===== config.mk =====
export PLATFORM = sky130hd
export DESIGN_NAME = cscull_front
export DESIGN_NICKNAME = d
export VERILOG_FILES = /design/src/rtl/cscull_pkg.sv /design/src/rtl/cscull_front.sv
export VERILOG_INCLUDE_DIRS = /design/src /design/src/rtl
export SDC_FILE = /design/constraint.sdc
export NUM_CORES = 1
export LEC_CHECK = 0
export ABC_CLOCK_PERIOD_IN_PS = 7800
export BUFFER_PORTS_ARGS = -buffer_cell sky130_fd_sc_hd__buf_4
export CORE_MARGIN = 8
export CORE_UTILIZATION = 33
export CTS_CLUSTER_SIZE = 8
export DETAILED_ROUTE_END_ITERATION = 6
export SYNTH_ARGS = -nofsm -noshare
export SYNTH_HDL_FRONTEND = slang
export SYNTH_SLANG_ARGS = --single-unit
export TNS_END_PERCENT = 10

===== constraint.sdc =====
create_clock -name i_clk -period 7.8 [get_ports i_clk]
set_clock_uncertainty 0.15 [all_clocks]
set_input_delay 1.95 -clock i_clk [delete_from_list [all_inputs] [get_ports i_clk]]
set_output_delay 1.95 -clock i_clk [all_outputs]
set_load 0.02 [all_outputs]

===== src/rtl/assert_macros.svh =====
// ----------------------------------------------------------------------------
// Assertion macros
// Clocked property checks shared by the culling block modules.
// ----------------------------------------------------------------------------
`ifndef ASSERT_MACROS_SVH
`define ASSERT_MACROS_SVH

// property must hold at every rising edge outside reset
`define ASSERT_CLK(label, clk, rst_n, prop) \
    label: assert property (@(posedge clk) disable iff (!rst_n) prop) \
        else $error("assertion failed");

// condition must never be seen at a rising edge outside reset
`define ASSERT_NEVER(label, clk, rst_n, cond) \
    label: assert property (@(posedge clk) disable iff (!rst_n) !(cond)) \
        else $error("forbidden condition seen");

`endif


===== src/rtl/cscull_pkg.sv =====
// ----------------------------------------------------------------------------
// cscull_pkg
// Constants and types shared by the clip-space box culling modules.
// ----------------------------------------------------------------------------
`default_nettype none

package cscull_pkg;

    localparam int COORD_WIDTH = 32;
    localparam int FRAC_BITS   = 16;

    localparam int NUM_ROWS    = 4;
    localparam int NUM_COLS    = 4;
    localparam int NUM_AXES    = 3;
    localparam int NUM_PLANES  = 6;
    localparam int ROW_W       = 2;

    localparam int QUEUE_DEPTH = 4;
    localparam int QUEUE_AW    = 2;
    localparam int OUT_DEPTH   = 2;
    localparam int OUT_AW      = 1;

    localparam int PROD_W      = 2 * COORD_WIDTH;
    localparam int PAIR_W      = PROD_W + 1;
    localparam int CLIP_W      = PROD_W + 2;
    localparam int TEST_W      = PROD_W + 3;

    localparam logic [NUM_PLANES-1:0] ALL_PLANES = '1;

    typedef logic signed [COORD_WIDTH-1:0] t_coord;
    typedef logic signed [PROD_W-1:0]      t_prod;
    typedef logic signed [PAIR_W-1:0]      t_pair;
    typedef logic signed [CLIP_W-1:0]      t_clip;
    typedef logic signed [TEST_W-1:0]      t_test;

    typedef enum logic {
        OP_ROW_LOAD = 1'b0,
        OP_CORNER   = 1'b1
    } t_op;

    typedef struct packed {
        t_op                    op;
        logic [ROW_W-1:0]       row_index;
        logic                   last_corner;
        logic                   object_culling;
        t_coord [NUM_COLS-1:0]  data;
    } t_item;

endpackage

`default_nettype wire


===== src/rtl/cscull_front.sv =====
// ----------------------------------------------------------------------------
// cscull_front
// Accepts items, sorts them into row loads and corners, and queues them.
// ----------------------------------------------------------------------------
`default_nettype none

`include "assert_macros.svh"

module cscull_front (
    input  wire logic                             i_clk,
    input  wire logic                             i_rst_n,
    input  wire logic                             i_push,
    output logic                                  o_full,
    input  wire logic                             i_req_type,
    input  wire logic [cscull_pkg::ROW_W-1:0]     i_row_index,
    input  wire logic signed [cscull_pkg::COORD_WIDTH-1:0] i_coef_0,
    input  wire logic signed [cscull_pkg::COORD_WIDTH-1:0] i_coef_1,
    input  wire logic signed [cscull_pkg::COORD_WIDTH-1:0] i_coef_2,
    input  wire logic signed [cscull_pkg::COORD_WIDTH-1:0] i_coef_3,
    input  wire logic signed [cscull_pkg::COORD_WIDTH-1:0] i_point_x,
    input  wire logic signed [cscull_pkg::COORD_WIDTH-1:0] i_point_y,
    input  wire logic signed [cscull_pkg::COORD_WIDTH-1:0] i_point_z,
    input  wire logic                             i_last_corner,
    input  wire logic                             i_object_culling,
    output logic                                  o_item_valid,
    output cscull_pkg::t_item                     o_item,
    input  wire logic                             i_item_ready
);

    cscull_pkg::t_item               r_queue [cscull_pkg::QUEUE_DEPTH];
    logic [cscull_pkg::QUEUE_AW-1:0] r_wr_ptr;
    logic [cscull_pkg::QUEUE_AW-1:0] r_rd_ptr;
    logic [cscull_pkg::QUEUE_AW:0]   r_count;
    logic [cscull_pkg::QUEUE_AW:0]   n_count;
    cscull_pkg::t_item               n_item;
    logic                            w_push;
    logic                            w_pop;

    always_comb begin
        n_item                = '0;
        n_item.row_index      = i_row_index;
        n_item.last_corner    = i_last_corner;
        n_item.object_culling = i_object_culling;
        if (i_req_type) begin
            n_item.op      = cscull_pkg::OP_CORNER;
            n_item.data[0] = i_point_x;
            n_item.data[1] = i_point_y;
            n_item.data[2] = i_point_z;
            n_item.data[3] = '0;
        end else begin
            n_item.op      = cscull_pkg::OP_ROW_LOAD;
            n_item.data[0] = i_coef_0;
            n_item.data[1] = i_coef_1;
            n_item.data[2] = i_coef_2;
            n_item.data[3] = i_coef_3;
        end
    end

    assign o_full       = (r_count == (cscull_pkg::QUEUE_AW+1)'(cscull_pkg::QUEUE_DEPTH));
    assign o_item_valid = (r_count != '0);
    assign o_item       = r_queue[r_rd_ptr];
    assign w_push       = i_push && !o_full;
    assign w_pop        = o_item_valid && i_item_ready;

    always_comb begin
        n_count = r_count;
        case ({w_push, w_pop})
            2'b10:   n_count = r_count + (cscull_pkg::QUEUE_AW+1)'(1);
            2'b01:   n_count = r_count - (cscull_pkg::QUEUE_AW+1)'(1);
            default: n_count = r_count;
        endcase
    end

    always_ff @(posedge i_clk) begin
        if (!i_rst_n) begin
            r_wr_ptr <= '0;
            r_rd_ptr <= '0;
            r_count  <= '0;
        end else begin
            if (w_push) begin
                r_wr_ptr <= r_wr_ptr + cscull_pkg::QUEUE_AW'(1);
            end
            if (w_pop) begin
                r_rd_ptr <= r_rd_ptr + cscull_pkg::QUEUE_AW'(1);
            end
            r_count <= n_count;
        end
    end

    always_ff @(posedge i_clk) begin
        if (w_push) begin
            r_queue[r_wr_ptr] <= n_item;
        end
    end

    `ASSERT_NEVER(a_queue_over, i_clk, i_rst_n, r_count > cscull_pkg::QUEUE_DEPTH)
    `ASSERT_CLK(a_queue_fill, i_clk, i_rst_n, (w_push && !w_pop) |=> (r_count == $past(r_count) + 1'b1))

endmodule

`default_nettype wire


==> flow_summary.toml <==
[floorplan]
die_w_um = 268
coreArea_mm2 = 0.0630
die_area_mm2 = 0.0720
initial_utilization_pct = 33.3
num_rows = 92
die_height_um = 268
pin_count = 368

[worst_setup_path]
crit_buf_inv = 2
critPathMaxFanout = 61
cp.required_ns = 5.70
worst-setup-path-type = "reg2out"
crit_slowest_cell = "dfxtp_4"
end_kind = "output port"
crit_arrival_ns = 2.86
startpoint_type = "register"
crit_chain = "buf_12 -> mux4_2 -> buf_4"
path_delay_family = "flip-flops"
cpPeakStageDelay_ns = 0.85

[clocking]
clk_latency_ns = 0.59
cts_buffer_depth = 3
tritoncts.num_buffers = 77
ctsHoldBuffers = 0
post_cts_buffers = 0
clk_pin_slew_ns = 0.05
cts-htree-levels = 3
cts-resized-gates = 0
cts-root-buf = "clkbuf_16"
clock_sinks = 541
cts_tree = "built"

[timing]
drv_slew = 0
fin_crit_sh_pct = 63.6
fmax_mhz = 202
fin_crit_ns = 4.96
setup_viol = 0
final.setup.worst_slack_ns = 2.84
tns_ns = 0
relSlewSlack_pct = 28.5
finalHoldViolations = 0
worst_slew_pin_slew_ns = 1.07
rsz0062_at_grt = "false"

[cells_and_area]
drive_gt1_share_pct = 53.0
fill_cells = 5482
layout_commonest_cell = "edfxtp_1"
final_cell_mix = "edfxtp_1, buf_4, mux4_2"
multi_input_area_mm2 = 0.00456
final_cell_count_no_fill = 2158
finish.instance_area_mm2 = 0.0268
syn2layout_area_growth_pct = 27.5
layout.nets = 1537
regArea_mm2 = 0.0162

[place]
place_area_mm2 = 0.0247
hpwl_mm = 28.3
pre_cts_ws_ns = 3.22
gp_congestion = 0.732
io_buffers = 367
dpl.cell_count = 2065

[synth]
netlist_instances = 889
synth-seq-cells = 541
synth_area_per_cell_um2 = 23.6
syn_nets = 1128
synth.distinct_cells = 22
ys_seq_area_share_pct = 76.9
synth_area_mm2 = 0.0210
synth_warnings = 0

[worst_hold_path]
hp-class = "reg2reg"

[global_routing]
first_global_vias = 11627
antenna_found_initial = 0
grt_first_pass_wirelength_mm = 69.5
grt-ovfl-total = 0
gr-usage-all-layers_pct = 12.8
grt_max_degree = 134

[route]
routed_wirelength_mm = 46.8
wl_per_cell_um = 21.7
dr.first_iter.drc_count = 517
ant_nets = 0
drc_errors = 0
routed-wl-met2_mm = 23.2
vias = 10168
met3_length_mm = 3.44
drtPass1Iterations = 6
dr.max_layer_used = "met4"
vias_per_cell = 4.71
met1Wirelength_mm = 19.3

[power]
vdd_drop_max_uv = 192
p_leak_nw = 9.09
p_per_area_mw_per_mm2 = 332

[flow_run]
drv_cap = 0

[status]
status = "finished clean"
-- report_power, final --
| group | switching, W | leakage, nW | total [W] | internal [W] |
|---|---|---|---|---|
| combinational | 0.00122 | 3.11 | 0.00231 | 0.00109 |
| clock | 0.00113 | 1.00 | 0.00289 | 0.00176 |
| sequential | 0.000138 | 4.98 | 0.00368 | 0.00354 |
| total | 0.00249 | 9.09 | 0.00888 | 0.00639 |
-- kinds of logic (layout without fill, tap and decap cells) --
logic type               after synthesis  count (layout)  synth area share [%]
adder cells (fa/ha/maj)                6               6                 0.393
buffers and inverters                 52             474                  1.39
XOR/XNOR                               4               4                 0.167
other                                  0               1                     0
AND/OR/NAND/NOR                       50              50                  1.44
multiplexers                         231             231                  19.5
flip-flops                           541             541                  76.9
AO/OA/AOI/OAI                          5               5                 0.167
-- through the flow --
step	util [%]	hold slack, ns	total power, W
global route	42.5	0.401	0.00928
floorplan	-	0.318	0.00517
detailed placement	39.2	0.347	0.00612
finish	42.5	0.354	0.00888
CTS	42.5	0.355	0.00905
global placement	39.2	0.331	0.00609
-- layer usage --
layer	up-vias	global-route usage, %
met2	309	21.2
met5	-	0
met4	0	4.24
li1	4523	-
met3	61	3.99
met1	5275	15.9
-- layout make-up --
cell class	count	share of cell area, %
Antenna cell	1	0.00935
Timing Repair Buffer	376	10.8
Sequential cell	541	60.4
Clock inverter	7	0.383
Multi-Input combinational cell	296	17.0
Clock buffer	85	7.31
Inverter	6	0.0841
Tap cell	846	3.95
-- worst paths after layout --
kind / startpoint / endpoint / slack (ns) / cells after the start
worst max-delay path: register / o_item[132] / 2.84 / 3
worst min-delay path: r_wr_ptr[1]$_SDFFE_PN0P_ / r_wr_ptr[1]$_SDFFE_PN0P_ / 0.35 / 2
worst max register to register: r_count[0]$_SDFFE_PN0P_ / r_queue[3][7]$_DFFE_PP_ / 4.78 / 4
worst min register to register: r_wr_ptr[1]$_SDFFE_PN0P_ / r_wr_ptr[1]$_SDFFE_PN0P_ / 0.35 / 2
-- registers in the layout, indices dropped and copies added (netlist names), named ones only --
register	count
r_rd_ptr	2
r_wr_ptr	2
r_queue	532
r_count	3
-- synthesized netlist by cell type --
| master | number | share of area [%] |
|---|---|---|
| edfxtp_1 | 532 | 76 |
| mux4_2 | 133 | 14 |
| mux2_2 | 96 | 5.1 |
| nor2b_1 | 35 | 1.0 |
| buf_2 | 24 | 0.57 |
| clkbuf_1 | 13 | 0.23 |
| buf_6 | 9 | 0.48 |
| dfxtp_1 | 9 | 0.86 |
| and2_1 | 7 | 0.21 |
| inv_1 | 6 | 0.11 |
| ha_1 | 5 | 0.30 |
| nand2_1 | 5 | 0.089 |
| xnor2_1 | 3 | 0.13 |
| mux2i_1 | 2 | 0.095 |
| o21ai_0 | 2 | 0.048 |
| or3_1 | 2 | 0.060 |
| a21boi_0 | 1 | 0.036 |
| fa_1 | 1 | 0.095 |
| nor3b_1 | 1 | 0.036 |
| o311ai_0 | 1 | 0.042 |
| o31a_1 | 1 | 0.042 |
| xor2_1 | 1 | 0.042 |
-- worst reg2reg max path: stages (launching register included) --
cell and delay, ns:
dfxtp_1 0.42, nor3b_1 0.11, nor2b_1 0.44, and2_4 0.88, buf_12 0.56
Note: power is estimated with default switching activity, not from simulation.
